===== config.mk =====
export PLATFORM = sky130hd
export DESIGN_NAME = chm_elem_ram
export DESIGN_NICKNAME = d
export VERILOG_FILES = /design/src/hdl/chained_hash_map_engine_top_assert.svh /design/src/hdl/chm_pkg.sv /design/src/hdl/chm_elem_ram.sv
export SDC_FILE = /design/constraint.sdc
export NUM_CORES = 2
export LEC_CHECK = 0
export ABC_AREA = 0
export BUFFER_PORTS_ARGS = -buffer_cell sky130_fd_sc_hd__buf_4
export CELL_PAD_IN_SITES_DETAIL_PLACEMENT = 1
export CELL_PAD_IN_SITES_GLOBAL_PLACEMENT = 1
export CORE_AREA = 2 2 614 464
export DETAILED_ROUTE_END_ITERATION = 12
export DIE_AREA = 0 0 616 466
export PLACE_DENSITY_LB_ADDON = 0.1
export SLEW_MARGIN = 40
export SYNTH_ARGS = -nofsm -noshare
export SYNTH_HDL_FRONTEND = slang
export SYNTH_SLANG_ARGS = --single-unit

===== constraint.sdc =====
create_clock -name clk -period 12.5 [get_ports clk]
set_input_delay 1.25 -clock clk [delete_from_list [all_inputs] [get_ports clk]]
set_output_delay 1.25 -clock clk [all_outputs]
set_load 0.02 [all_outputs]

===== src/hdl/chained_hash_map_engine_top_assert.svh =====
// assertion macros for the chained hash map engine
// concurrent checks compile out when SYNTHESIS is defined
`ifndef CHAINED_HASH_MAP_ENGINE_TOP_ASSERT_SVH
`define CHAINED_HASH_MAP_ENGINE_TOP_ASSERT_SVH
`ifndef SYNTHESIS
`define CHM_ASSERT(lbl, clk, rst, prop, msg) \
  lbl: assert property (@(posedge clk) disable iff (rst) prop) else $error(msg);
`define CHM_ASSERT_NR(lbl, clk, prop, msg) \
  lbl: assert property (@(posedge clk) prop) else $error(msg);
`else
`define CHM_ASSERT(lbl, clk, rst, prop, msg)
`define CHM_ASSERT_NR(lbl, clk, prop, msg)
`endif
`endif


===== src/hdl/chm_pkg.sv =====
// shared types, constants and helper functions of the chained hash map engine
// no dependencies
package chm_pkg;

  localparam int POOL_ENTRIES = 16;
  localparam int KEY_BITS     = 64;
  localparam int VALUE_BITS   = 64;

  localparam int POOL_SLOTS = POOL_ENTRIES + 1;
  localparam int IDX_W      = $clog2(POOL_SLOTS);
  localparam int CNT_W      = $clog2(POOL_SLOTS + 1);
  localparam int BKT_W      = $clog2(POOL_ENTRIES);
  localparam int BKT_N      = 1 << BKT_W;

  localparam int ADDR_W = 4;
  localparam logic [63:0] KEY_MASK = {64{1'b1}} >> (64 - KEY_BITS);
  localparam logic [31:0] JHASH_INIT = 32'hdeadbeef;

  typedef enum logic [1:0] {
    REG_ENTRY_CAP = 2'd0,
    REG_KEY_BYTES = 2'd1,
    REG_HASH_SEED = 2'd2,
    REG_UNUSED    = 2'd3
  } reg_idx_t;

  typedef enum logic [1:0] {
    OP_LOOKUP = 2'd0,
    OP_UPDATE = 2'd1,
    OP_DELETE = 2'd2,
    OP_NEXT   = 2'd3
  } op_t;

  typedef enum logic [1:0] {
    STS_OK        = 2'd0,
    STS_NOT_FOUND = 2'd1,
    STS_FULL      = 2'd2
  } status_t;

  typedef struct packed {
    logic [4:0]  entry_cap;
    logic [3:0]  key_bytes;
    logic [31:0] hash_seed;
  } cfg_t;

  typedef struct packed {
    logic             nv;
    logic [IDX_W-1:0] next;
  } link_t;

  typedef struct packed {
    logic [31:0]           hash;
    logic [KEY_BITS-1:0]   key;
    logic [VALUE_BITS-1:0] value;
  } elem_t;

  typedef struct packed {
    logic             en;
    logic [IDX_W-1:0] addr;
    link_t            data;
  } link_wr_t;

  typedef struct packed {
    logic             en;
    logic [IDX_W-1:0] addr;
    elem_t            data;
  } elem_wr_t;

  function automatic logic [31:0] rotl(input logic [31:0] x, input int unsigned r);
    return (x << r) | (x >> (32 - r));
  endfunction

  function automatic logic [3:0] key_len(input logic [3:0] kb);
    return (kb > 4'd8) ? 4'd8 : kb;
  endfunction

  function automatic logic [63:0] key_mask(input logic [3:0] kl);
    logic [63:0] m;
    if (kl >= 4'd8) begin
      m = {64{1'b1}};
    end else begin
      m = (64'd1 << {kl, 3'b000}) - 64'd1;
    end
    return m & KEY_MASK;
  endfunction

  // bucket mask: one less than the smallest power of two not below the entry cap, capped at the bucket array
  function automatic logic [BKT_W-1:0] bucket_mask(input logic [4:0] me);
    int unsigned n;
    n = 1;
    for (int i = 0; i < BKT_W; i++) begin
      if (n < 32'(me)) n = n << 1;
    end
    return BKT_W'(n - 1);
  endfunction

endpackage


===== src/hdl/chm_elem_ram.sv =====
// element pool memories: chain links and key/value/hash words
// one read port shared by both, registered read data; depends on chm_pkg
module chm_elem_ram (
  input  logic                      clk,
  input  logic                      rd_en,
  input  logic [chm_pkg::IDX_W-1:0] rd_addr,
  input  chm_pkg::link_wr_t         link_wr,
  input  chm_pkg::elem_wr_t         elem_wr,
  output chm_pkg::link_t            rd_link,
  output chm_pkg::elem_t            rd_elem
);
  import chm_pkg::*;

  link_t link_mem [POOL_SLOTS];
  elem_t elem_mem [POOL_SLOTS];

  always_ff @(posedge clk) begin
    if (link_wr.en) link_mem[link_wr.addr] <= link_wr.data;
    if (elem_wr.en) elem_mem[elem_wr.addr] <= elem_wr.data;
    if (rd_en) begin
      rd_link <= link_mem[rd_addr];
      rd_elem <= elem_mem[rd_addr];
    end
  end
endmodule


==> impl_metrics.env <==
export IMPL_cts_buffers=308
export IMPL_die_w_um=616
export IMPL_required_ns=13.10
export IMPL_worstSkewPairLatency_ns=0.85
export IMPL_via_per_inst=5.60
export IMPL_cts_buffer_depth=4
export IMPL_yosysMostFrequentCell="edfxtp_1"
export IMPL_syn_area_um2=112000
export IMPL_synth_seq_area_share_pct=80.1
export IMPL_netlist_top_cells_area="edfxtp_1 (80%), mux4_2 (8.6%), mux2i_1 (5.7%)"
export IMPL_placed_cells=9021
export IMPL_ff2ff_setup_slack_ns=10.86
export IMPL_critPathMaxFanout=54
export IMPL_core_area_um2=281000
export IMPL_r2r_end="rd_link[0]"
export IMPL_drv_slew=0
export IMPL_p_int_mw=16.7
export IMPL_place_congestion=0.706
export IMPL_max_freq_mhz=239
export IMPL_rsz0062_at_grt="no"
export IMPL_power_switching_mw=4.51
export IMPL_dpl_cell_area_um2=119000
export IMPL_hp_class="register to register"
export IMPL_maxCapViolCount=0
export IMPL_die_y_um=466
export IMPL_drtPass1Iterations=5
export IMPL_yosysTopAreaCell="edfxtp_1"
export IMPL_drive_gt1_share_pct=23.5
export IMPL_root_buffer="clkbuf_16"
export IMPL_hold_viol=0
export IMPL_tritoncts="yes"
export IMPL_postRouteAntennaNets=0
export IMPL_syn_area_per_cell_um2=22.1
export IMPL_clock_skew_ns=0.0287
export IMPL_crit_type="primary input to register"
export IMPL_synth_async_reset_ratio_pct=0
export IMPL_stdcell_count=9577
export IMPL_rr_worst_depth=4
export IMPL_switching_share_pct=21.2
export IMPL_cts_hold_fix_buffers=0
export IMPL_track_usage_pct=20.8
export IMPL_cts_htree_levels=5
export IMPL_ys_seq_elements=2988
export IMPL_grt_max_degree=99
export IMPL_seqCellArea_um2=89700
export IMPL_combinationalPowerShare_pct=4.9
export IMPL_post_synth_top_area_fraction_pct=80.1
export IMPL_hold_ws_ns=0.521
export IMPL_hold_depth=1
export IMPL_wl_um=301000
export IMPL_worst_pin_slew_ns=0.893
export IMPL_powerDensity_nw_per_um2=164
export IMPL_synth_edf_count=2988
export IMPL_grt_pass1_vias=56600
export IMPL_setup_slack_ns=8.31
export IMPL_synth_main_ff_cell="edfxtp_1"
export IMPL_period_needed_ns=4.19
export IMPL_yosys_warnings=0
export IMPL_antenna_found_initial=41
export IMPL_cts_setup_buffers=0
export IMPL_synth_distinct_cells=28
export IMPL_worstHoldStart="elem_mem[16][92]"
export IMPL_critPathCaptureType="register"
export IMPL_finish_instance_area_um2=129000
export IMPL_wl_per_cell_um=31.5
export IMPL_cts_resized=0
export IMPL_io_pins=351
export IMPL_p_seq_share_pct=53.0
export IMPL_postSynthCellCount=5065
export IMPL_grt_ovfl_total=0
export IMPL_multi_input_area_um2=20700
export IMPL_fin_tns_setup_ns=0
export IMPL_place_hpwl_um=152000
export IMPL_place_ws_ns=7.32
export IMPL_drtIter0Drc=4880
export IMPL_r2r_start="link_mem[1][0]"
export IMPL_power_leakage_nw=42.2
export IMPL_fin_crit_sh_pct=33.5
export IMPL_area_delta_synth_final_pct=15.3
export IMPL_grt_pass1_wl_um=429000
export IMPL_power_mw=21.2
export IMPL_final_nets=5758
export IMPL_numPortBuffers=350
export IMPL_final_fill_count=25300
export IMPL_worstPathArrival_ns=4.79
export IMPL_vias=53600
export IMPL_syn_nets=5250
export IMPL_num_rows=169
export IMPL_worst_setup_path_start_kind="primary input"
export IMPL_initial_core_util_pct=39.8
export IMPL_die_area_um2=287000
export IMPL_whs_endpoint="rd_elem[92]"
export IMPL_clkPwrFrac_pct=42.1
export IMPL_fin_util_pct=45.9
export IMPL_clk_pin_slew_ns=0.06
export IMPL_synthTopCellsByCount="edfxtp_1 (2988), mux2i_1 (642), mux4_2 (426)"
export IMPL_cts_sink_count=2988
export IMPL_setup_viol=0
export IMPL_ir_drop_v=0.000108
export IMPL_maxSlewHeadroom_pct=40.4
export IMPL_status="finished clean"
export IMPL_drc_errors=0
[final cells by class]
type	count	area share, %
clock inverters	174	1.10
inverters	20	0.0640
repair buffers	484	3.27
clock buffers	370	6.33
multi-input cells	1771	16.1
diodes	8	0.0155
flip-flops and latches	2988	69.5
well taps	3762	3.65
[registers in the layout (all words and copies together) (netlist names)]
signal and cells:
rd_elem 160, elem_mem 2720, link_mem 102, rd_link 6
[metal layers]
metal,global-route usage (%),wire length (um),up-vias
li1,-,-,22500
met1,30.6,139000,29400
met2,33.1,143000,1256
met3,2.91,13200,415
met4,4.85,6600,16
met5,0,101,-
[cells by family (layout without fill, tap and decap cells)]
family,after synthesis,count (layout),synth area share (%)
other,0,8,0
AOI/OAI and AO/OA,579,579,3.49
muxes,1068,1068,14.3
buffers and inverters,306,1048,1.55
DFF,2988,2988,80.1
and+or+nand+nor,124,124,0.511
[worst max path at each step]
stage	start	to	slack, ns	depth (start not counted)
floorplan	elem_wr[161]	elem_mem[7][0]	3.43	3
global placement	rd_addr[2]	rd_elem[71]	7.02	8
detailed placement	rd_addr[2]	rd_elem[71]	7.32	8
CTS	rd_addr[2]	rd_elem[71]	8.25	8
global route	rd_addr[2]	rd_elem[71]	8.03	8
finish	rd_addr[2]	rd_elem[71]	8.31	8
[power by group through the flow]
stage,Clock [mW],Sequential [mW],Combinational (mW)
after floorplan,0,11.5,0.528
after global placement,0,11.5,1.04
after detailed placement,0,11.5,1.06
after CTS,9.17,11.2,1.06
after global routing,9.52,11.3,1.12
final,8.94,11.2,1.04
[critical path, cell delays in order]
cell and delay (ns):
buf_8 0.37, buf_4 0.60, buf_4 0.71, buf_6 0.65, mux4_2 0.58, mux2i_1 0.18
a21oi_1 0.10, a21o_1 0.18
[cells in the final DEF (no fill, tap or decap), types with 3 or more instances in the layout]
| master | instances |
|---|---|
| o221ai_1 | 34 |
| a211oi_1 | 13 |
| or2_2 | 3 |
| inv_1 | 19 |
| nor2_4 | 13 |
| nand3_1 | 4 |
| clkinvlp_4 | 7 |
| nand2b_1 | 4 |
| clkinv_2 | 59 |
| a221oi_1 | 19 |
| buf_16 | 8 |
| nor2b_1 | 4 |
| nor3_4 | 5 |
| o32ai_1 | 100 |
| clkinv_1 | 77 |
| clkbuf_16 | 319 |
| nor4_1 | 19 |
| inv_6 | 7 |
| diode_2 | 8 |
| a21o_1 | 47 |
| buf_4 | 415 |
| clkbuf_1 | 51 |
| a21oi_1 | 134 |
| o22ai_1 | 232 |
| buf_6 | 34 |
| edfxtp_1 | 2988 |
| nor2_1 | 49 |
| buf_8 | 7 |
| buf_12 | 20 |
| mux2i_1 | 642 |
| nor2_2 | 8 |
| bufinv_16 | 24 |
| nand2_1 | 6 |
| mux4_2 | 426 |
No activity file was read; power rests on OpenSTA's default activity.
