File: src/hdl/chained_hash_map_engine_top_assert.svh
// assertion macros for the chained hash map engine
// concurrent checks compile out when SYNTHESIS is defined
`ifndef CHAINED_HASH_MAP_ENGINE_TOP_ASSERT_SVH
`define CHAINED_HASH_MAP_ENGINE_TOP_ASSERT_SVH
`ifndef SYNTHESIS
`define CHM_ASSERT(lbl, clk, rst, prop, msg) \
  lbl: assert property (@(posedge clk) disable iff (rst) prop) else $error(msg);
`define CHM_ASSERT_NR(lbl, clk, prop, msg) \
  lbl: assert property (@(posedge clk) prop) else $error(msg);
`else
`define CHM_ASSERT(lbl, clk, rst, prop, msg)
`define CHM_ASSERT_NR(lbl, clk, prop, msg)
`endif
`endif

File: src/hdl/chm_pkg.sv
// shared types, constants and helper functions of the chained hash map engine
// no dependencies
package chm_pkg;

  localparam int POOL_ENTRIES = 16;
  localparam int KEY_BITS     = 64;
  localparam int VALUE_BITS   = 64;

  localparam int POOL_SLOTS = POOL_ENTRIES + 1;
  localparam int IDX_W      = $clog2(POOL_SLOTS);
  localparam int CNT_W      = $clog2(POOL_SLOTS + 1);
  localparam int BKT_W      = $clog2(POOL_ENTRIES);
  localparam int BKT_N      = 1 << BKT_W;

  localparam int ADDR_W = 4;
  localparam logic [63:0] KEY_MASK = {64{1'b1}} >> (64 - KEY_BITS);
  localparam logic [31:0] JHASH_INIT = 32'hdeadbeef;

  typedef enum logic [1:0] {
    REG_ENTRY_CAP = 2'd0,
    REG_KEY_BYTES = 2'd1,
    REG_HASH_SEED = 2'd2,
    REG_UNUSED    = 2'd3
  } reg_idx_t;

  typedef enum logic [1:0] {
    OP_LOOKUP = 2'd0,
    OP_UPDATE = 2'd1,
    OP_DELETE = 2'd2,
    OP_NEXT   = 2'd3
  } op_t;

  typedef enum logic [1:0] {
    STS_OK        = 2'd0,
    STS_NOT_FOUND = 2'd1,
    STS_FULL      = 2'd2
  } status_t;

  typedef struct packed {
    logic [4:0]  entry_cap;
    logic [3:0]  key_bytes;
    logic [31:0] hash_seed;
  } cfg_t;

  typedef struct packed {
    logic             nv;
    logic [IDX_W-1:0] next;
  } link_t;

  typedef struct packed {
    logic [31:0]           hash;
    logic [KEY_BITS-1:0]   key;
    logic [VALUE_BITS-1:0] value;
  } elem_t;

  typedef struct packed {
    logic             en;
    logic [IDX_W-1:0] addr;
    link_t            data;
  } link_wr_t;

  typedef struct packed {
    logic             en;
    logic [IDX_W-1:0] addr;
    elem_t            data;
  } elem_wr_t;

  function automatic logic [31:0] rotl(input logic [31:0] x, input int unsigned r);
    return (x << r) | (x >> (32 - r));
  endfunction

  function automatic logic [3:0] key_len(input logic [3:0] kb);
    return (kb > 4'd8) ? 4'd8 : kb;
  endfunction

  function automatic logic [63:0] key_mask(input logic [3:0] kl);
    logic [63:0] m;
    if (kl >= 4'd8) begin
      m = {64{1'b1}};
    end else begin
      m = (64'd1 << {kl, 3'b000}) - 64'd1;
    end
    return m & KEY_MASK;
  endfunction

  // bucket mask: one less than the smallest power of two not below the entry cap, capped at the bucket array
  function automatic logic [BKT_W-1:0] bucket_mask(input logic [4:0] me);
    int unsigned n;
    n = 1;
    for (int i = 0; i < BKT_W; i++) begin
      if (n < 32'(me)) n = n << 1;
    end
    return BKT_W'(n - 1);
  endfunction

endpackage

File: src/hdl/chm_hash.sv
// iterative jhash of a key of up to eight bytes, one mix step per cycle
// depends on chm_pkg
module chm_hash (
  input  logic        clk,
  input  logic        rst,
  input  logic        start,
  input  logic [63:0] key,
  input  logic [3:0]  len,
  input  logic [31:0] seed,
  output logic        done,
  output logic [31:0] hash
);
  import chm_pkg::*;

  logic [31:0] a, b, c, init;
  logic [2:0]  step;
  logic        busy, zlen;
  logic [31:0] init_next;

  assign init_next = JHASH_INIT + 32'(len) + seed;
  assign hash      = zlen ? init : c;

  always_ff @(posedge clk) begin
    if (rst) begin
      busy <= 1'b0;
      done <= 1'b0;
    end else begin
      done <= 1'b0;
      if (start) begin
        busy <= 1'b1;
      end else if (busy && step == 3'd6) begin
        busy <= 1'b0;
        done <= 1'b1;
      end
    end
  end

  always_ff @(posedge clk) begin
    if (start) begin
      init <= init_next;
      a    <= init_next + key[31:0];
      b    <= init_next + key[63:32];
      c    <= init_next;
      zlen <= (len == 4'd0);
      step <= 3'd0;
    end else if (busy) begin
      step <= step + 3'd1;
      unique case (step)
        3'd0: c <= (c ^ b) - rotl(b, 14);
        3'd1: a <= (a ^ c) - rotl(c, 11);
        3'd2: b <= (b ^ a) - rotl(a, 25);
        3'd3: c <= (c ^ b) - rotl(b, 16);
        3'd4: a <= (a ^ c) - rotl(c, 4);
        3'd5: b <= (b ^ a) - rotl(a, 14);
        3'd6: c <= (c ^ b) - rotl(b, 24);
        default: ;
      endcase
    end
  end
endmodule

File: config.mk
export PLATFORM = sky130hd
export DESIGN_NAME = chm_hash
export DESIGN_NICKNAME = d
export VERILOG_FILES = /design/src/hdl/chained_hash_map_engine_top_assert.svh /design/src/hdl/chm_pkg.sv /design/src/hdl/chm_hash.sv
export SDC_FILE = /design/constraint.sdc
export NUM_CORES = 1
export LEC_CHECK = 0
export BUFFER_PORTS_ARGS = -buffer_cell sky130_fd_sc_hd__buf_2
export CAP_MARGIN = 20
export CELL_PAD_IN_SITES_DETAIL_PLACEMENT = 1
export CELL_PAD_IN_SITES_GLOBAL_PLACEMENT = 2
export CORE_AREA = 2 2 209 211
export CTS_CLUSTER_DIAMETER = 200
export CTS_CLUSTER_SIZE = 20
export DETAILED_ROUTE_END_ITERATION = 8
export DIE_AREA = 0 0 211 213
export PLACE_DENSITY_LB_ADDON = 0.2
export SYNTH_ARGS = -nofsm -noshare
export SYNTH_HDL_FRONTEND = slang
export SYNTH_SLANG_ARGS = --single-unit
File: constraint.sdc
create_clock -name clk -period 5.75 [get_ports clk]
set_input_delay 0.575 -clock clk [delete_from_list [all_inputs] [get_ports clk]]
set_output_delay 0.575 -clock clk [all_outputs]
set_load 0.02 [all_outputs]
==> results of run 1 <==
## registers in the layout, indices dropped and copies added, names as in the netlist
| register | cells |
|---|---|
| b | 32 |
| busy | 1 |
| init | 32 |
| c | 32 |
| a | 32 |
| step | 3 |
| zlen | 1 |
| done | 1 |
## final cells by class
class / instances / area (um2)
Fill cell: 5030 / 24100
Multi-Input combinational cell: 1634 / 12000
Sequential cell: 134 / 3970
Timing Repair Buffer: 178 / 1000
Tap cell: 546 / 683
Clock buffer: 17 / 425
Inverter: 85 / 319
Clock inverter: 15 / 203
## cells in the mapped netlist, drive strengths merged (20+ instances only)
master	n
o21ai	131
clkbuf	39
a211oi	21
nor2	143
xnor2	99
ha	195
a31oi	20
a21oi	173
mux2	38
nand2	172
o21bai	22
edfxtp	129
a221oi	33
o21a	27
nand3	29
xor2	154
a21o	84
mux2i	68
inv	85
nand2b	30
## stage by stage
stage	TNS (ns)	hold slack [ns]	instance area [um2]
6_report	0	0.288	18600
5_1_grt	-0.0509	0.283	18600
4_1_cts	0	0.267	18600
3_5_place_dp	-0.371	0.569	18000
3_3_place_gp	-0.0329	0.547	18000
2_1_floorplan	0	0.514	16500
## kinds of logic (layout without fill, tap and decap cells)
kind of cell | count (synthesis) | in the layout
XOR/XNOR | 254 | 254
adder cells (fa/ha/maj) | 201 | 201
AO/OA/AOI/OAI | 591 | 591
multiplexers | 106 | 106
flip-flops | 134 | 134
AND/OR/NAND/NOR | 482 | 482
buffers and inverters | 140 | 295
## worst reg2reg max path, delay by kind of cell (launching register included)
kind	cells	cell delay, ns
buffers and inverters	2	0.53
flip-flops	1	0.39
multiplexers	2	0.41
adder cells (fa/ha/maj)	3	0.69
XOR/XNOR	1	0.20
AO/OA/AOI/OAI	8	2.15
AND/OR/NAND/NOR	2	0.21
## how the worst max path moves through the flow
stage	from	to	slack (ns)	cells past startpoint
after floorplan	len[1]	a[28]	0.73	22
after global placement	len[1]	a[31]	-0.02	23
after detailed placement	len[1]	b[31]	-0.11	23
after CTS	len[1]	a[30]	0.37	23
after global routing	len[2]	b[31]	-0.03	25
final	len[2]	b[31]	0.38	25
## timing repair
action                                  CTS  global route
endpoints found under the setup margin    0             2
hold endpoints to repair                  0             0
hold buffers                              0             0
gates resized for setup                   0             2
## layer usage
| metal | vias up | routed length [um] |
|---|---|---|
| met5 | - | 0 |
| met4 | 0 | 2680 |
| met3 | 98 | 2480 |
| met2 | 346 | 28300 |
| met1 | 7424 | 28100 |
| li1 | 7296 | - |
==> results.cfg, run 1 <==
[worst_setup_path]
path_delay_family = compound AO/OA/AOI/OAI gates
r2r_end = b[30]
crit_type = in -> reg
reg2regPathDepth = 18
cpMostUsedCell = a21o_1
max_stage_delay_ns = 0.51
worstSetupEndpointType = register
cp.arrival_ns = 5.67
crit_slowest_cell = nor2_1
startpoint_type = primary input
cp_max_fo = 6
required_ns = 6.05
cp.buffers_inverters = 3
r2r-start = step[1]
ff2ff_setup_slack_ns = 0.90

[cells_and_area]
mostFrequentLayoutCell = ha_1
nNetsFinal = 2354
stdcell_count = 2609
areaGrowthSynthToFinish_pct = 13.0
diodes = 0
final_cell_mix = ha_1, nand2_1, a21oi_1
layout-drive-gt1-share = 0.138
final_util = 0.436

[run]
cap_violations = 0

[placement]
hpwl_um = 51100
post-place-ws_ns = -0.108
port_buffers = 135
dp_cells = 2577
gp_congestion = 0.939

[floorplan]
ios = 136
core.rowCount = 76
initial_core_util = 0.386
core_mm2 = 0.0427
die-area_mm2 = 0.0449
dieWidth_um = 211
die_y_um = 213

[clock_tree]
clkTransAtPathRegs_ns = 0.06
cts_tree = built
cts.sink_count = 134
clkLatencyLatePin_ns = 0.47
root_buffer = clkbuf_16
htree_levels = 4
cts_made_buffers = 17
post_cts.repair.setup_buffers = 0
clockBufferDepth = 2

[global_routing]
busiest_layer = met2
antenna_found_initial = 0
grt_start_max_net_pins = 89
grt_use_met3 = 0.0265
grt_pass1_wl_um = 92700
grt_pass1_vias = 15700
overflow = 0
grtUsageMet1 = 0.369
grtUsageMet2 = 0.452
track_usage = 0.277

[synth]
syn_nets = 2212
synthSimpleGateAreaFrac = 0.134
synth_top_area_frac = 0.235
ys.flop_type = edfxtp_1
synth_top_family_by_area = compound AO/OA/AOI/OAI gates
synth_fa_ha_area_frac = 0.155
syn_area_per_cell_um2 = 8.64
ys_seq_area_frac = 0.241
synthMuxAreaShare = 0.0672
synthTopCellsByArea = edfxtp_1, ha_1, xor2_1, xnor2_1, a21oi_1
async_flop_share = 0
syn_area_mm2 = 0.0165
ys_warn_count = 0
synth_compound_area_frac = 0.235
synth_area_leader_cell = edfxtp_1
synth_xor_area_frac = 0.136
ys_seq_elements = 134
netlist_instances = 1908
synth_edf_count = 129
ys_types = 75

[sta]
fin_crit_sh = 0.933
skew_ns = 0.00898
setup_slack_ns = 0.383
min_period_ns = 5.37
worst_pin_slew_ns = 1.01
rsz0062_at_grt = yes
maxSlewHeadroom = 0.328
final_max_slew_viol_count = 0
setup_violations = 0
fmax_mhz = 186
finalHoldViolCount = 0

[min_path]
hold_end = busy
hp-class = in -> reg
hold_depth = 2
worstHoldStart = rst

[drt]
wirelength_um = 61600
routedWlPerCell_um = 23.6
dr.pass1.iters = 7
ant_nets = 0
drt_iter0_drc = 795
routed_via_density = 5.81
remaining_drc_errors = 0
vias = 15200

[outcome]
status = finished, final reports clean
Power of run 1 is left out: the tool's default activity adds up to more than one toggle a clock period on the data nets, which glitch-free logic cannot reach.
==> run 2: changes to the inputs <==
--- a/config.mk
+++ b/config.mk
@@ -15,6 +15,7 @@
 export DETAILED_ROUTE_END_ITERATION = 8
 export DIE_AREA = 0 0 211 213
 export PLACE_DENSITY_LB_ADDON = 0.2
+export REMOVE_ABC_BUFFERS = 1
 export SYNTH_ARGS = -nofsm -noshare
 export SYNTH_HDL_FRONTEND = slang
 export SYNTH_SLANG_ARGS = --single-unit
==> run 2 against run 1 <==
First-iteration DRC count rose by 41%. Largest cell class unchanged. Critical path depth fell by 1. Sequential share of layout area hardly changed. Clock-buffer cell count is the same. Highest routed layer unchanged.
==> results.cfg, run 2 (same netlist as run 1, synthesis figures left out) <==
[outcome]
status = finished, final reports clean

[cells_and_area]
areaGrowthSynthToFinish_pct = 13.1
final_cell_mix = ha_1, nand2_1, a21oi_1
final_area_mm2 = 0.0186
mostFrequentLayoutCell = ha_1
nNetsFinal = 2359
layout-drive-gt1-share = 0.139
fillerInstances = 5106

[clock_tree]
clkTransAtPathRegs_ns = 0.06
root_buffer = clkbuf_16
cts_made_buffers = 17
clkLatencyLatePin_ns = 0.45
hold_buffers = 0
post_cts.repair.setup_buffers = 0
htree_levels = 4
clockBufferDepth = 2
cts_tree = built
cts_resized = 0
cts.sink_count = 134

[floorplan]
core_mm2 = 0.0427
die_y_um = 213
initial_core_util = 0.386
dieWidth_um = 211
ios = 136
die-area_mm2 = 0.0449
core.rowCount = 76

[placement]
hpwl_um = 53400
gp_congestion = 0.947
post-place-ws_ns = -0.0883
port_buffers = 135
postPlaceCellArea_mm2 = 0.0180

[drt]
ant_nets = 0
vias = 15300
routedWlPerCell_um = 24.8
drt_iter0_drc = 1124
routed_via_density = 5.86
remaining_drc_errors = 0
wirelength_um = 64800
dr.pass1.iters = 5

[sta]
finalHoldViolCount = 0
worst_pin_slew_ns = 0.937
final_max_slew_viol_count = 0
maxSlewHeadroom = 0.373
fmax_mhz = 186
min_period_ns = 5.37
skew_ns = 0.0106
setup_slack_ns = 0.376
setup_violations = 0
fin_crit_sh = 0.935
rsz0062_at_grt = no

[worst_setup_path]
cp_max_fo = 4
cp.arrival_ns = 5.65
startpoint_type = primary input
crit_type = in -> reg
required_ns = 6.03
worstSetupEndpointType = register

[global_routing]
grt_pass1_wl_um = 96100
grt_start_max_net_pins = 69
grt_pass1_vias = 15500
overflow = 0
track_usage = 0.289
antenna_found_initial = 1

[run]
cap_violations = 0

[min_path]
hp-class = in -> reg
run 2: layout make-up:
cell class	instances	area, um2	share of cell area
Antenna cell	1	2.50	0.000134
Clock buffer	17	425	0.0228
Timing Repair Buffer	183	1050	0.0564
Sequential cell	134	3970	0.213
Clock inverter	15	179	0.00960
Tap cell	546	683	0.0366
Inverter	85	319	0.0171
Multi-Input combinational cell	1634	12000	0.644
run 2: critical path, cell delays in order:
cell and delay, ns:
buf_2 0.10, inv_1 0.04, ha_1 0.27, inv_1 0.04, ha_1 0.21, fa_1 0.48, a211o_1 0.33, a21oi_2 0.19
a21boi_2 0.10, or2_2 0.33, a31oi_1 0.20, xnor2_1 0.32, ha_1 0.36, a21o_1 0.18, a21o_1 0.19, a41oi_1 0.26
o31ai_1 0.12, buf_4 0.15, a21oi_1 0.23, a211oi_1 0.14, a311oi_1 0.33, xnor3_1 0.26, nand2b_1 0.16, o31ai_2 0.09
run 2: path summary, 6_finish.rpt:
check / from / end / slack (ns) / cells past startpoint
max: len[1] / b[31] / 0.38 / 24
min: rst / busy / 0.30 / 2
max reg2reg: step[0] / c[25] / 0.73 / 19
min reg2reg: step[1] / step[1] / 0.57 / 2
run 2: stage by stage:
step	utilization	cells	hold slack [ns]	TNS (ns)
2_1_floorplan	-	1853	0.501	-5.85
3_5_place_dp	0.422	2582	0.557	-0.0883
5_1_grt	0.437	2614	0.300	0
4_1_cts	0.437	2614	0.271	0
3_3_place_gp	0.422	2582	0.539	0
6_report	0.437	2615	0.299	0
run 2: layer usage:
layer,GRT usage,part of all wire,up-vias
met1,0.400,0.46,7571
met5,0,0,-
met3,0.0213,0.043,92
met4,0.108,0.036,0
li1,-,-,7296
met2,0.471,0.46,372
Power of run 2 is left out for the same reason.
==> run 3: changes to the inputs <==
--- a/config.mk
+++ b/config.mk
@@ -7,13 +7,10 @@
 export LEC_CHECK = 0
 export BUFFER_PORTS_ARGS = -buffer_cell sky130_fd_sc_hd__buf_2
 export CAP_MARGIN = 20
-export CELL_PAD_IN_SITES_DETAIL_PLACEMENT = 1
-export CELL_PAD_IN_SITES_GLOBAL_PLACEMENT = 2
-export CORE_AREA = 2 2 209 211
-export CTS_CLUSTER_DIAMETER = 200
+export CORE_AREA = 2 2 207 209
 export CTS_CLUSTER_SIZE = 20
 export DETAILED_ROUTE_END_ITERATION = 8
-export DIE_AREA = 0 0 211 213
+export DIE_AREA = 0 0 209 211
 export PLACE_DENSITY_LB_ADDON = 0.2
 export REMOVE_ABC_BUFFERS = 1
 export SYNTH_ARGS = -nofsm -noshare
==> run 3 against run 2 <==
Critical path depth is 1 lower. Flip-flop and latch count stayed put. Sequential share of layout area hardly changed. Clock skew is 0.0029 ns higher. Final cell count is 0.31% lower. Utilization is 0.91 points higher. Register-to-register slack better by 0.12 ns. Design area is 0.16% lower. Largest cell class unchanged. First-iteration DRC count is 6.9% higher. Fmax is 2.0% higher. Clock-buffer cell count is 1 higher.
==> results.cfg, run 3 (same netlist as run 1, synthesis figures left out) <==
[placement]
port_buffers = 135
hpwl_um = 46800
gp_congestion = 0.954
dp_cells = 2575

[global_routing]
grt_pass1_wl_um = 86200
overflow = 0
track_usage = 0.262
grt_start_max_net_pins = 67
antenna_found_initial = 0
grt_pass1_vias = 14500

[sta]
hold_ws_ns = 0.299
final_max_slew_viol_count = 0
min_period_ns = 5.27
fmax_mhz = 190
setup_violations = 0
maxSlewHeadroom = 0.389
worst_pin_slew_ns = 0.917
rsz0062_at_grt = no
fin_crit_sh = 0.916
skew_ns = 0.0134
finalSetupTns_ns = 0
finalHoldViolCount = 0

[clock_tree]
root_buffer = clkbuf_16
cts_tree = built
htree_levels = 4
post_cts.repair.setup_buffers = 0
clkLatencyLatePin_ns = 0.46
cts_resized = 0
hold_buffers = 0
cts.sink_count = 134
cts_made_buffers = 17
clockBufferDepth = 2
clkTransAtPathRegs_ns = 0.07

[worst_setup_path]
reg2regPathDepth = 17
required_ns = 5.94
cp.buffers_inverters = 3
max_stage_delay_ns = 0.48
r2r-start = step[0]
path_delay_family = compound AO/OA/AOI/OAI gates
ff2ff_setup_slack_ns = 0.85
cpMostUsedCell = ha_1
worstSetupEndpointType = register
startpoint_type = primary input
cp_num_cells = 23
cp_max_fo = 5
worstPathCellList = buf_2, inv_1, ha_1, inv_1, ha_1, fa_1, a211o_1, a21oi_2, a21boi_2, or2_2, a31oi_1, xnor2_1, ha_1, and3_1, o21a_1, o21ai_0, or2_2, o31ai_1, a21oi_1, o21ba_2, o21ai_0, xnor2_1, mux2i_1
crit_type = in -> reg
r2r_end = c[25]
crit_slowest_cell = fa_1
cp.arrival_ns = 5.46

[drt]
wirelength_um = 57800
routed_via_density = 5.81
routedWlPerCell_um = 22.2
drt_iter0_drc = 1201
vias = 15100
ant_nets = 0
remaining_drc_errors = 0
dr.pass1.iters = 5

[min_path]
hold_depth = 2
hold_end = busy
hp-class = in -> reg
worstHoldStart = rst

[cells_and_area]
fillerInstances = 4108
final_util = 0.446
stdcell_count = 2607
diodes = 0
mostFrequentLayoutCell = ha_1
nNetsFinal = 2359
final_cell_mix = ha_1, nand2_1, a21oi_1
layout-drive-gt1-share = 0.139
areaGrowthSynthToFinish_pct = 12.9

[outcome]
status = finished, final reports clean

[floorplan]
die_y_um = 211
die-area_mm2 = 0.0441
core.rowCount = 75
ios = 136
initial_core_util = 0.395
core_mm2 = 0.0418
dieWidth_um = 209

[run]
cap_violations = 0
-- run 3: changes by cell type in the layout (fill, tap and decap cells not counted), sizes merged --
cell,before,now
inv,87,92
clkinvlp,3,4
diode,1,0
bufinv,3,2
clkbuf,17,18
clkinv,7,1
-- run 3: cell type report --
| class | count | area [um2] | area share |
|---|---|---|---|
| clock buffer | 18 | 429 | 0.0231 |
| clock inverter | 14 | 165 | 0.00887 |
| inverter | 85 | 319 | 0.0171 |
| multi-input combinational | 1634 | 12000 | 0.645 |
| sequential | 134 | 3970 | 0.214 |
| tap | 539 | 674 | 0.0362 |
| timing repair buffer | 183 | 1040 | 0.0560 |
-- run 3: worst max path at each step --
stage               slack, ns     from    end
finish                   0.48   len[1]  a[30]
global route             0.16   len[1]  a[31]
CTS                      0.45   len[1]  a[30]
detailed placement      -0.03   len[1]  a[30]
global placement         0.04   len[1]  a[30]
floorplan               -0.60  step[0]  c[30]
-- run 3: per-stage QoR --
step / area [um2] / setup slack (ns)
finish: 18600 / 0.483
global route: 18600 / 0.159
CTS: 18600 / 0.452
detailed placement: 18000 / -0.0330
global placement: 18000 / 0.0423
floorplan: 16300 / -0.598
-- run 3: metal layers --
layer / share of wire / wire length (um) / GRT usage
met2: 0.45 / 25800 / 0.418
met4: 0.040 / 2310 / 0.104
met5: 0 / 0 / 0
met1: 0.45 / 26100 / 0.357
met3: 0.061 / 3550 / 0.0352
Power of run 3 is left out for the same reason.
