<file path="src/hdl/chained_hash_map_engine_top_assert.svh">
// assertion macros for the chained hash map engine
// concurrent checks compile out when SYNTHESIS is defined
`ifndef CHAINED_HASH_MAP_ENGINE_TOP_ASSERT_SVH
`define CHAINED_HASH_MAP_ENGINE_TOP_ASSERT_SVH
`ifndef SYNTHESIS
`define CHM_ASSERT(lbl, clk, rst, prop, msg) \
  lbl: assert property (@(posedge clk) disable iff (rst) prop) else $error(msg);
`define CHM_ASSERT_NR(lbl, clk, prop, msg) \
  lbl: assert property (@(posedge clk) prop) else $error(msg);
`else
`define CHM_ASSERT(lbl, clk, rst, prop, msg)
`define CHM_ASSERT_NR(lbl, clk, prop, msg)
`endif
`endif

</file>
<file path="src/hdl/chm_pkg.sv">
// shared types, constants and helper functions of the chained hash map engine
// no dependencies
package chm_pkg;

  localparam int POOL_ENTRIES = 16;
  localparam int KEY_BITS     = 64;
  localparam int VALUE_BITS   = 64;

  localparam int POOL_SLOTS = POOL_ENTRIES + 1;
  localparam int IDX_W      = $clog2(POOL_SLOTS);
  localparam int CNT_W      = $clog2(POOL_SLOTS + 1);
  localparam int BKT_W      = $clog2(POOL_ENTRIES);
  localparam int BKT_N      = 1 << BKT_W;

  localparam int ADDR_W = 4;
  localparam logic [63:0] KEY_MASK = {64{1'b1}} >> (64 - KEY_BITS);
  localparam logic [31:0] JHASH_INIT = 32'hdeadbeef;

  typedef enum logic [1:0] {
    REG_ENTRY_CAP = 2'd0,
    REG_KEY_BYTES = 2'd1,
    REG_HASH_SEED = 2'd2,
    REG_UNUSED    = 2'd3
  } reg_idx_t;

  typedef enum logic [1:0] {
    OP_LOOKUP = 2'd0,
    OP_UPDATE = 2'd1,
    OP_DELETE = 2'd2,
    OP_NEXT   = 2'd3
  } op_t;

  typedef enum logic [1:0] {
    STS_OK        = 2'd0,
    STS_NOT_FOUND = 2'd1,
    STS_FULL      = 2'd2
  } status_t;

  typedef struct packed {
    logic [4:0]  entry_cap;
    logic [3:0]  key_bytes;
    logic [31:0] hash_seed;
  } cfg_t;

  typedef struct packed {
    logic             nv;
    logic [IDX_W-1:0] next;
  } link_t;

  typedef struct packed {
    logic [31:0]           hash;
    logic [KEY_BITS-1:0]   key;
    logic [VALUE_BITS-1:0] value;
  } elem_t;

  typedef struct packed {
    logic             en;
    logic [IDX_W-1:0] addr;
    link_t            data;
  } link_wr_t;

  typedef struct packed {
    logic             en;
    logic [IDX_W-1:0] addr;
    elem_t            data;
  } elem_wr_t;

  function automatic logic [31:0] rotl(input logic [31:0] x, input int unsigned r);
    return (x << r) | (x >> (32 - r));
  endfunction

  function automatic logic [3:0] key_len(input logic [3:0] kb);
    return (kb > 4'd8) ? 4'd8 : kb;
  endfunction

  function automatic logic [63:0] key_mask(input logic [3:0] kl);
    logic [63:0] m;
    if (kl >= 4'd8) begin
      m = {64{1'b1}};
    end else begin
      m = (64'd1 << {kl, 3'b000}) - 64'd1;
    end
    return m & KEY_MASK;
  endfunction

  // bucket mask: one less than the smallest power of two not below the entry cap, capped at the bucket array
  function automatic logic [BKT_W-1:0] bucket_mask(input logic [4:0] me);
    int unsigned n;
    n = 1;
    for (int i = 0; i < BKT_W; i++) begin
      if (n < 32'(me)) n = n << 1;
    end
    return BKT_W'(n - 1);
  endfunction

endpackage

</file>
<file path="src/hdl/chm_regs.sv">
// apb configuration registers: entry cap, key_bytes, hash_seed
// depends on chm_pkg
module chm_regs (
  input  logic                        clk,
  input  logic                        rst,
  input  logic                        psel,
  input  logic                        penable,
  input  logic                        pwrite,
  input  logic [chm_pkg::ADDR_W-1:0]  paddr,
  input  logic [31:0]                 pwdata,
  output logic [31:0]                 prdata,
  output logic                        pready,
  output chm_pkg::cfg_t               cfg
);
  import chm_pkg::*;

  reg_idx_t idx;
  logic     wr;

  assign pready = 1'b1;
  assign idx    = reg_idx_t'(paddr[3:2]);
  assign wr     = psel && penable && pwrite;

  always_ff @(posedge clk) begin
    if (rst) begin
      cfg.entry_cap <= 5'd16;
      cfg.key_bytes <= 4'd8;
      cfg.hash_seed <= 32'd0;
    end else if (wr) begin
      unique case (idx)
        REG_ENTRY_CAP: cfg.entry_cap <= pwdata[4:0];
        REG_KEY_BYTES: cfg.key_bytes <= pwdata[3:0];
        REG_HASH_SEED: cfg.hash_seed <= pwdata;
        default: ;
      endcase
    end
  end

  always_comb begin
    unique case (idx)
      REG_ENTRY_CAP: prdata = 32'(cfg.entry_cap);
      REG_KEY_BYTES: prdata = 32'(cfg.key_bytes);
      REG_HASH_SEED: prdata = cfg.hash_seed;
      default:       prdata = 32'd0;
    endcase
  end
endmodule

</file>
<file path="config.mk">
export PLATFORM = sky130hd
export DESIGN_NAME = chm_regs
export DESIGN_NICKNAME = d
export VERILOG_FILES = /design/src/hdl/chained_hash_map_engine_top_assert.svh /design/src/hdl/chm_pkg.sv /design/src/hdl/chm_regs.sv
export SDC_FILE = /design/constraint.sdc
export NUM_CORES = 1
export LEC_CHECK = 0
export BUFFER_PORTS_ARGS = -buffer_cell sky130_fd_sc_hd__buf_2
export CAP_MARGIN = 10
export CORE_MARGIN = 3
export CORE_UTILIZATION = 48
export CTS_CLUSTER_DIAMETER = 40
export DETAILED_ROUTE_END_ITERATION = 10
export GPL_ROUTABILITY_DRIVEN = 0
export PLACE_DENSITY = 0.85
export SLEW_MARGIN = 15
export SYNTH_ARGS = -nofsm -noshare
export SYNTH_HDL_FRONTEND = slang
export SYNTH_SLANG_ARGS = --single-unit
</file>
<file path="constraint.sdc">
create_clock -name clk -period 1.75 [get_ports clk]
set_input_delay 0.0875 -clock clk [delete_from_list [all_inputs] [get_ports clk]]
set_output_delay 0.0875 -clock clk [all_outputs]
set_load 0.02 [all_outputs]
</file>
==> results of run 1 <==
[where the power goes]
part,switching [µW],internal [µW]
clock network,308,465
registers,8.66,945
logic,103,101
total,420,1510
[layer usage]
layer | vias up | share of wire (%)
met5 | - | 0
li1 | 917 | -
met2 | 60 | 52
met3 | 4 | 6.8
met4 | 0 | 0.96
met1 | 824 | 40
[critical path: stages, from the launching register on]
cell     delay (ps)
dfxtp_1         370
mux2i_1          80
o21ai_0         150
buf_2           190
[layout make-up]
type | count | area, µm² | share of cell area [%]
well taps | 50 | 62.6 | 2.25
multi-input cells | 163 | 1170 | 42.1
flip-flops and latches | 41 | 821 | 29.5
clock buffers | 7 | 86.3 | 3.10
repair buffers | 117 | 613 | 22.0
clock inverters | 1 | 30.0 | 1.08
[stage by stage]
step | power, µW | instance area [µm²]
global placement | 1180 | 2670
finish | 1930 | 2790
detailed placement | 1180 | 2670
global route | 2010 | 2790
floorplan | 1110 | 2110
CTS | 1960 | 2790
[cell families after synthesis]
logic type / after synthesis / synth area share (%)
AND/OR/NAND/NOR: 112 / 32.3
AO/OA/AOI/OAI: 4 / 0.950
multiplexers: 46 / 21.9
buffers and inverters: 20 / 5.76
flip-flops: 41 / 39.0
other: 1 / 0.178
[how the worst max path moves through the flow]
stage | cells past startpoint | to | slack [ps] | startpoint
finish | 3 | prdata[3] | 580 | cfg[35]$_SDFFE_PP1P_
global route | 3 | prdata[0] | 500 | cfg[36]$_SDFFE_PP0P_
CTS | 3 | prdata[3] | 570 | cfg[35]$_SDFFE_PP1P_
detailed placement | 4 | cfg[19]$_SDFFE_PP0P_ | 600 | paddr[2]
global placement | 5 | cfg[29]$_SDFFE_PP0P_ | 650 | pwrite
floorplan | 2 | prdata[0] | 640 | cfg[32]$_SDFFE_PP0P_
[layout by cell type, fill, tap and decap left out]
master	instances
buf_12	1
nand3_1	1
clkbuf_8	6
or3b_1	1
and2_1	27
nand2_1	4
nor2b_2	1
o21ai_0	4
nor3b_2	1
buf_4	5
conb_1	1
dfxtp_1	41
nor2_1	5
bufinv_16	1
mux2i_1	46
or3_1	1
clkbuf_1	1
nand2b_1	71
buf_2	111
==> metrics.md, run 1 <==
| Metric | Value |
|---|---|
| Top-count cell post-synth | nand2b_1 |
| Vias per std cell | 4.76 |
| Post-CTS setup buffers | 0 |
| Detailed Routing Iterations Pass 1 | 4 |
| Vias in the first global route | 1,685 |
| Top FF cell, synth | dfxtp_1 |
| Die W | 72.3 µm |
| Minimum clock period | 1170 ps |
| VDD IR-drop max | 0.000396 V |
| Mapped Cells | 224 |
| Syn Nets | 265 |
| NumNets Final | 369 |
| ANT cells | 0 |
| Dpl cells | 371 |
| Leading area contributor after synthesis | dfxtp_1 |
| Final worst slack | 581 ps |
| Reg-to-Reg End | cfg[32]$_SDFFE_PP0P_ |
| Ys Warns | 0 |
| Hold EP | cfg[6]$_SDFFE_PP0P_ |
| Final Hold Fails | 0 |
| Largest net degree at the start of global routing | 36 |
| Initial Util | 51.2% |
| Post-Route WL | 4.77 mm |
| CP Launch Type | register |
| Met2 Track Usage GR | 33.6% |
| Core area | 4120 µm² |
| Clock Latency Late Sink | 290 ps |
| Clk buf depth | 2 |
| Post-Syn Area per Cell | 9.41 µm² |
| Most common library cells after synthesis | nand2b_1, mux2i_1, dfxtp_1 |
| Asr flop ratio synth | 0% |
| Setup TNS | 0 ps |
| Final setup viols | 0 |
| Max FO, Critical Path | 3 |
| Top cells by area, synth | dfxtp_1, mux2i_1, nand2b_1 |
| Io pins | 115 |
| Most Used Layer, Global Route | met2 |
| IO buf count | 111 |
| Initial antenna violation count | 0 |
| Hold crit path type | in -> reg |
| Post-synthesis sequential area ratio | 39.0% |
| M1 GR Usage | 19.9% |
| CTS-repair resized insts | 0 |
| RSZ-0062 raised after global routing | no |
| Pwr/cell area | 693 nW/µm² |
| Hpwl dp | 3.62 mm |
| CTS buffer count | 5 |
| Via count | 1,805 |
| Final Max Slew Viols | 0 |
| Critical path arrival | 1080 ps |
| Largest register FFs | 41 |
| Layout area overhead | 32.2% |
| CTS tree | built |
| Die Y | 72.3 µm |
| Setup CP Type | reg -> out |
| Hold path depth | 3 |
| Congestion Overflow GR | 0 |
| DRC viols | 0 |
| Non-Filler Instances | 379 |
| DRT antenna net count | 0 |
| R2R depth | 2 |
| Number of fill cells in the layout | 351 |
| Status | finished, final reports clean |
| Num Clock Sinks | 41 |
| DRT iter0 DRCs | 66 |
| Row count | 23 |
| Reg2reg start | cfg[32]$_SDFFE_PP0P_ |
| Seq cells post-synth | 41 |
| Top Registers | cfg (41) |
| Critical path endpoint category | output port |
| First-pass GRT wire length | 7.49 mm |
| Final core occ | 67.7% |
| Post-synth top area share | 39.0% |
| Hold buffers post-CTS | 0 |
| Number of max-cap violations | 0 |
| Worst Skew | 0 ps |
| Share of post-route cells with drive strength above 1 | 38.3% |
| GRT Total Usage | 18.1% |
| Leak Pwr | 0.00139 µW |
| Most flop-heavy register | cfg |
| Max frequency | 855 MHz |
| Worst path required time | 1660 ps |
| Period utilisation layout | 66.8% |
| DR WL/cell | 12.6 µm |
| Mapped cell area | 2110 µm² |
| Post-synth EDFFs | 0 |
| Clk slew on worst S/H paths | 80 ps |
| Hold slack | 43.4 ps |
| Reg2Reg Setup Slack | 1080 ps |
| Die area | 5220 µm² |
| Post-Place Setup Slack | 596 ps |
| Hold path startpoint | pwdata[6] |
| H-tree depth | 2 |
| Root buffer cell | clkbuf_8 |
| Cell variety after synth | 17 |
| Met3 track demand over resource | 4.57% |
(Power assumes the default switching activity.)
==> run 2, diff against run 1 <==
--- a/config.mk
+++ b/config.mk
@@ -5,14 +5,15 @@
 export SDC_FILE = /design/constraint.sdc
 export NUM_CORES = 1
 export LEC_CHECK = 0
+export ABC_AREA = 1
 export BUFFER_PORTS_ARGS = -buffer_cell sky130_fd_sc_hd__buf_2
 export CAP_MARGIN = 10
 export CORE_MARGIN = 3
-export CORE_UTILIZATION = 48
+export CORE_UTILIZATION = 40
 export CTS_CLUSTER_DIAMETER = 40
 export DETAILED_ROUTE_END_ITERATION = 10
 export GPL_ROUTABILITY_DRIVEN = 0
-export PLACE_DENSITY = 0.85
+export PLACE_DENSITY = 0.76
 export SLEW_MARGIN = 15
 export SYNTH_ARGS = -nofsm -noshare
 export SYNTH_HDL_FRONTEND = slang
==> constraint.sdc (replaced) <==
create_clock -name clk -period 1.01 [get_ports clk]
set_input_delay 0.0505 -clock clk [delete_from_list [all_inputs] [get_ports clk]]
set_output_delay 0.0505 -clock clk [all_outputs]
set_load 0.02 [all_outputs]
==> metrics.md, run 2 <==
| Metric | Value |
|---|---|
| Status | finished, violations left |
| Failing checks | negative setup slack |
| Post-synthesis sequential area ratio | 39.3% (+0.33 points) |
| Final Hold Fails | 0 (unchanged) |
| Die Y | 78.3 µm (+8.3%) |
| Row count | 25 (+8.7%) |
| DRT antenna net count | 0 (unchanged) |
| Asr flop ratio synth | 0% (unchanged) |
| Root buffer cell | clkbuf_8 |
| Core area | 4880 µm² (+19%) |
| DRC viols | 0 (unchanged) |
| Seq cells post-synth | 41 (unchanged) |
| Leak Pwr | 0.00165 µW (+19%) |
| Final Max Slew Viols | 0 (unchanged) |
| Post-synth EDFFs | 0 (unchanged) |
| Pwr/cell area | 1050 nW/µm² (+52%) |
| Critical path arrival | 1000 ps (-80 ps) |
| Initial Util | 42.8% (-8.4 points) |
| IO buf count | 111 (unchanged) |
| Clk buf depth | 2 (unchanged) |
| Simple-gate share of the synthesized area | 42.5% (+10 points) |
| Die area | 6130 µm² (+17%) |
| Top-count cell post-synth | nor2_1 |
| CP Launch Type | register |
| DRT iter0 DRCs | 66 (unchanged) |
| CTS buffer count | 5 (unchanged) |
| Clock network power share | 31.7% (-8.4 points) |
| Most common cell after layout, fill and taps aside | nor2_1 |
| Io pins | 115 (unchanged) |
| Final core occ | 63.6% (-4.1 points) |
| Most flop-heavy register | cfg |
| Met2 wire length | 3.00 mm (+21%) |
| Die W | 78.3 µm (+8.3%) |
| Sw frac | 27.7% (+6.0 points) |
| Adder-Cell Fraction of Synth Area | 0% (unchanged) |
| Congestion Overflow GR | 0 (unchanged) |
| Vias in the first global route | 2,108 (+25%) |
| Via count | 2,405 (+33%) |
| Cell variety after synth | 15 (-2) |
| VDD IR-drop max | 0.000578 V (+46%) |
| Period utilisation layout | 104% |
| Crit-path cells | a22o_1 -> buf_6 |
| Post-synth top area share | 39.3% (+0.33 points) |
| First-pass GRT wire length | 9.34 mm (+25%) |
| Mux cell area share after synthesis | 0% (-22 points) |
| Detailed Routing Iterations Pass 1 | 4 (unchanged) |
| Clock Latency Late Sink | 290 ps (about the same) |
| Ys Warns | 0 (unchanged) |
| Critical path endpoint category | output port |
| NumNets Final | 503 (+36%) |
| RSZ-0062 raised after global routing | yes |
| Final setup viols | 1 (+1) |
| Top Registers | cfg (41) |
| Worst path required time | 960 ps (-700 ps) |
| Synth Area in Compound Gates | 0.898% (-0.052 points) |
| Top FF cell, synth | dfxtp_1 |
| Max layer used | met4 |
| ANT cells | 0 (unchanged) |
| Area after DPL | 2740 µm² (+2.7%) |
| Comb pwr share | 16.7% (+6.1 points) |
| Wire length on met1 | 2.49 mm (+30%) |
| Setup CP Type | reg -> out |
| Hpwl dp | 4.04 mm (+12%) |
| Metal3 WL | 435 µm (+35%) |
| Slowest CP cell | dfxtp_2 |
| Hold crit path type | in -> reg |
| Post-Syn Area per Cell | 6.15 µm² (-35%) |
| Number of max-cap violations | 0 (unchanged) |
| Vias per std cell | 4.54 (-4.7%) |
| Post-Place Setup Slack | 50.3 ps (-546 ps) |
| H-tree depth | 2 (unchanged) |
| Largest register FFs | 41 (unchanged) |
| Post-Route WL | 6.03 mm (+27%) |
| Mapped cell area | 2090 µm² (-0.83%) |
| Most common library cells after synthesis | nor2_1, inv_1, nand2_1 |
| Top cells by area, synth | dfxtp_1, nor2_1, nand3_1 |
| Worst Skew | 0 ps (unchanged) |
| Number of fill cells in the layout | 482 (+37%) |
| CTS tree | built |
| Clk slew on worst S/H paths | 80 ps (about the same) |
| GRT Total Usage | 18.7% (+0.66 points) |
| Fin area | 3100 µm² (+11%) |
| Mapped Cells | 340 (+52%) |
| Post-Synth XOR/XNOR Area | 0% (unchanged) |
| Largest net degree at the start of global routing | 40 (+11%) |
| Most frequent cells in the layout | nor2_1, buf_2, inv_1 |
| Part of the power in registers | 51.6% (+2.2 points) |
| Initial antenna violation count | 0 (unchanged) |
| Final worst slack | -35.8 ps (-617 ps) |
| Switch Pwr | 905 µW (+120%) |
| Leading area contributor after synthesis | dfxtp_1 |
| Slowest stage delay, CP | 350 ps (-20 ps) |
| Layout area overhead | 48.4% |
| Num Clock Sinks | 41 (unchanged) |
| Largest family of logic cells by synthesized area | simple AND/OR/NAND/NOR gates |
| Pint | 2360 µW (+56%) |
| Max frequency | 956 MHz |
| Share of post-route cells with drive strength above 1 | 43.6% (+5.3 points) |
| Syn Nets | 381 (+44%) |
| DR WL/cell | 11.4 µm (-9.5%) |
| Max FO, Critical Path | 3 (unchanged) |
| Minimum clock period | 1050 ps |
## run 2: cell count changes after synthesis, sizes merged, moves of 45 or more
cell,delta
mux2i,-46
nor2,+107
inv,+63
nand2b,-71
nand2,+53
nand3,+45
## run 2: path summary, 6_finish.rpt
path | startpoint | end | slack (ps) | cells past startpoint
setup / recovery | cfg[40]$_SDFFE_PP1P_ | prdata[4] | -40 | 2
hold / removal | pwdata[27] | cfg[27]$_SDFFE_PP0P_ | 70 | 5
setup reg to reg | cfg[19]$_SDFFE_PP0P_ | cfg[19]$_SDFFE_PP0P_ | 310 | 3
hold reg to reg | cfg[16]$_SDFFE_PP0P_ | cfg[16]$_SDFFE_PP0P_ | 490 | 2
## run 2: per-stage QoR
step	TNS (ps)	total power (µW)	hold slack [ps]	cells
finish	-35.8	3260	71.4	530
CTS	-26.1	3270	60.4	522
floorplan	0	2020	177	340
detailed placement	0	2220	292	512
global route	-174	3430	83.6	530
global placement	0	2210	292	512
## run 2: repair_timing
action	in CTS	in global routing
hold buffers	2	0
resized for setup	18	78
setup endpoints to repair	11	32
pin swaps	1	16
setup buffers	0	8
endpoints found under the hold margin	2	0
## run 2: per-layer routing
layer  up-vias  GRT usage (%)
met5         -              0
met4         0           6.64
met3        12           3.67
met2        88           34.0
met1      1070           21.8
li1       1235              -
## run 2: kinds of logic (layout without fill, tap and decap cells)
logic type | Yosys count | in the layout
AO/OA/AOI/OAI | 3 | 3
other | 1 | 1
flip-flops | 41 | 41
buffers and inverters | 80 | 203
AND/OR/NAND/NOR | 215 | 215
## run 2: power groups by stage
stage / registers [µW] / clock network (µW) / logic, µW
CTS: 1680 / 1070 / 515
detailed placement: 1720 / 0 / 501
global placement: 1710 / 0 / 493
floorplan: 1760 / 0 / 267
finish: 1680 / 1040 / 544
global route: 1690 / 1130 / 605
## run 2: worst max-delay path: cells and delay by family, from the launching register on
| kind | cells | cell delay, ps |
|---|---|---|
| AOI/OAI and AO/OA | 1 | 230 |
| buffers and inverters | 1 | 130 |
| DFF | 1 | 350 |
## run 2: layout make-up
type | count | area, µm² | share of cell area (%)
repair buffers | 132 | 870 | 28.0
multi-input cells | 219 | 960 | 30.9
flip-flops and latches | 41 | 870 | 28.0
clock buffers | 6 | 72.6 | 2.34
clock inverters | 2 | 10.0 | 0.323
well taps | 67 | 83.8 | 2.70
inverters | 63 | 236 | 7.62
==> run 3, diff against run 2 <==
--- a/config.mk
+++ b/config.mk
@@ -14,6 +14,8 @@
 export DETAILED_ROUTE_END_ITERATION = 10
 export GPL_ROUTABILITY_DRIVEN = 0
 export PLACE_DENSITY = 0.76
+export RECOVER_POWER = 50
+export SKIP_CTS_REPAIR_TIMING = 1
 export SLEW_MARGIN = 15
 export SYNTH_ARGS = -nofsm -noshare
 export SYNTH_HDL_FRONTEND = slang
==> metrics.md, run 3 (synthesis results as in run 2) <==
| Metric | Value |
|---|---|
| Final Hold Fails | 0 (unchanged) |
| Via count | 2,366 (-1.6%) |
| Top Registers | cfg (41) |
| Detailed Routing Iterations Pass 1 | 4 (unchanged) |
| Num Clock Sinks | 41 (unchanged) |
| Row count | 25 (unchanged) |
| Max FO, Critical Path | 3 (unchanged) |
| Final setup viols | 1 (unchanged) |
| RSZ-0062 raised after global routing | yes |
| Status | finished, violations left |
| VDD IR-drop max | 0.000636 V (+10%) |
| DRC viols | 0 (unchanged) |
| Leak Pwr | 0.00159 µW (-3.6%) |
| Initial antenna violation count | 0 (unchanged) |
| Largest register FFs | 41 (unchanged) |
| Critical path arrival | 980 ps (-20 ps) |
| Clk slew on worst S/H paths | 80 ps (about the same) |
| Non-Filler Instances | 527 (-0.57%) |
| Hold slack | 10.5 ps (-61.0 ps) |
| NumNets Final | 500 (-0.60%) |
| Root buffer cell | clkbuf_8 |
| Clock Latency Late Sink | 290 ps (about the same) |
| DRT iter0 DRCs | 59 (-11%) |
| DR WL/cell | 11.0 µm (-3.3%) |
| First-pass GRT wire length | 9.00 mm (-3.7%) |
| DRT antenna net count | 0 (unchanged) |
| Post-Route WL | 5.80 mm (-3.9%) |
| Worst Skew | 0 ps (unchanged) |
| IO buf count | 111 (unchanged) |
| Hpwl dp | 4.04 mm (unchanged) |
| Initial Util | 42.8% (unchanged) |
| Die area | 6130 µm² (unchanged) |
| Dpl cells | 512 (unchanged) |
| Setup CP Type | reg -> out |
| CP Launch Type | register |
| CTS buffer count | 5 (unchanged) |
| Layout area overhead | 45.5% |
| H-tree depth | 2 (unchanged) |
| Most frequent cells in the layout | nor2_1, buf_2, inv_1 |
| Number of max-cap violations | 0 (unchanged) |
| Critical path endpoint category | output port |
| Period utilisation layout | 102% (-1.4 points) |
| Core area | 4880 µm² (unchanged) |
| Most common cell after layout, fill and taps aside | nor2_1 |
| Largest net degree at the start of global routing | 40 (unchanged) |
| Io pins | 115 (unchanged) |
| CTS tree | built |
| Minimum clock period | 1030 ps (-14.5 ps) |
| Hold crit path type | in -> reg |
| Pwr/cell area | 1060 nW/µm² (+0.87%) |
| Final worst slack | -21.2 ps (+14.5 ps) |
| Die Y | 78.3 µm (unchanged) |
| ANT cells | 0 (unchanged) |
| Share of post-route cells with drive strength above 1 | 40.9% (-2.8 points) |
| Max frequency | 970 MHz (+1.4%) |
| Die W | 78.3 µm (unchanged) |
| Post-Place Setup Slack | 50.3 ps (unchanged) |
| Clk buf depth | 2 (unchanged) |
| Final Max Slew Viols | 0 (unchanged) |
| Vias per std cell | 4.49 (-1.1%) |
| Congestion Overflow GR | 0 (unchanged) |
| Worst path required time | 960 ps (about the same) |
| Vias in the first global route | 2,079 (-1.4%) |
| GRT Total Usage | 17.9% (-0.82 points) |
| Final core occ | 62.3% (-1.3 points) |
| Most flop-heavy register | cfg |
| Failing checks | negative setup slack |
==> run 3: cell count changes in the layout (fill, tap and decap cells not counted), sizes merged <==
cell / before / now
buf: 130 / 118
clkbuf: 6 / 16
dlygate4sd3: 2 / 1
==> run 3: critical path: stages (launching register included) <==
cell and delay [ps]:
dfxtp_2 340, a22o_1 220, buf_6 130
==> run 3: layer usage <==
metal / vias to the layer above / wire length, µm / global-route usage [%]
met4: 0 / 120 / 6.64
met1: 1033 / 2360 / 21.1
li1: 1229 / - / -
met2: 92 / 2870 / 31.8
met5: - / 0 / 0
met3: 12 / 442 / 3.67
==> run 3: area by class of cell <==
type	instances	area (µm²)
Tap cell	67	83.8
Sequential cell	41	868
Clock buffer	6	72.6
Multi-Input combinational cell	219	952
Inverter	63	236
Timing Repair Buffer	129	817
Clock inverter	2	10.0
Fill cell	503	1840
==> run 3: final timing paths <==
path                         from                    to  cells after the start  slack [ps]
min reg2reg  cfg[24]$_SDFFE_PP0P_  cfg[24]$_SDFFE_PP0P_                      2         490
max          cfg[40]$_SDFFE_PP1P_             prdata[4]                      2         -20
min                     pwdata[4]  cfg[40]$_SDFFE_PP1P_                      3          10
max reg2reg  cfg[19]$_SDFFE_PP0P_  cfg[19]$_SDFFE_PP0P_                      3         310
==> run 3: stage by stage <==
| stage | power, µW | setup TNS [ps] | area, µm² |
|---|---|---|---|
| 5_1_grt | 3390 | -196 | 3040 |
| 4_1_cts | 3250 | -230 | 2820 |
| 3_3_place_gp | 2210 | 0 | 2740 |
| 6_report | 3230 | -21.2 | 3040 |
| 3_5_place_dp | 2220 | 0 | 2740 |
| 2_1_floorplan | 2020 | 0 | 2090 |
==> run 3: power by group <==
part           total (µW)  switching, µW  internal [µW]
Clock                1020            538            479
Combinational         527            316            211
Sequential           1680           26.8           1660
Total                3230            881           2350
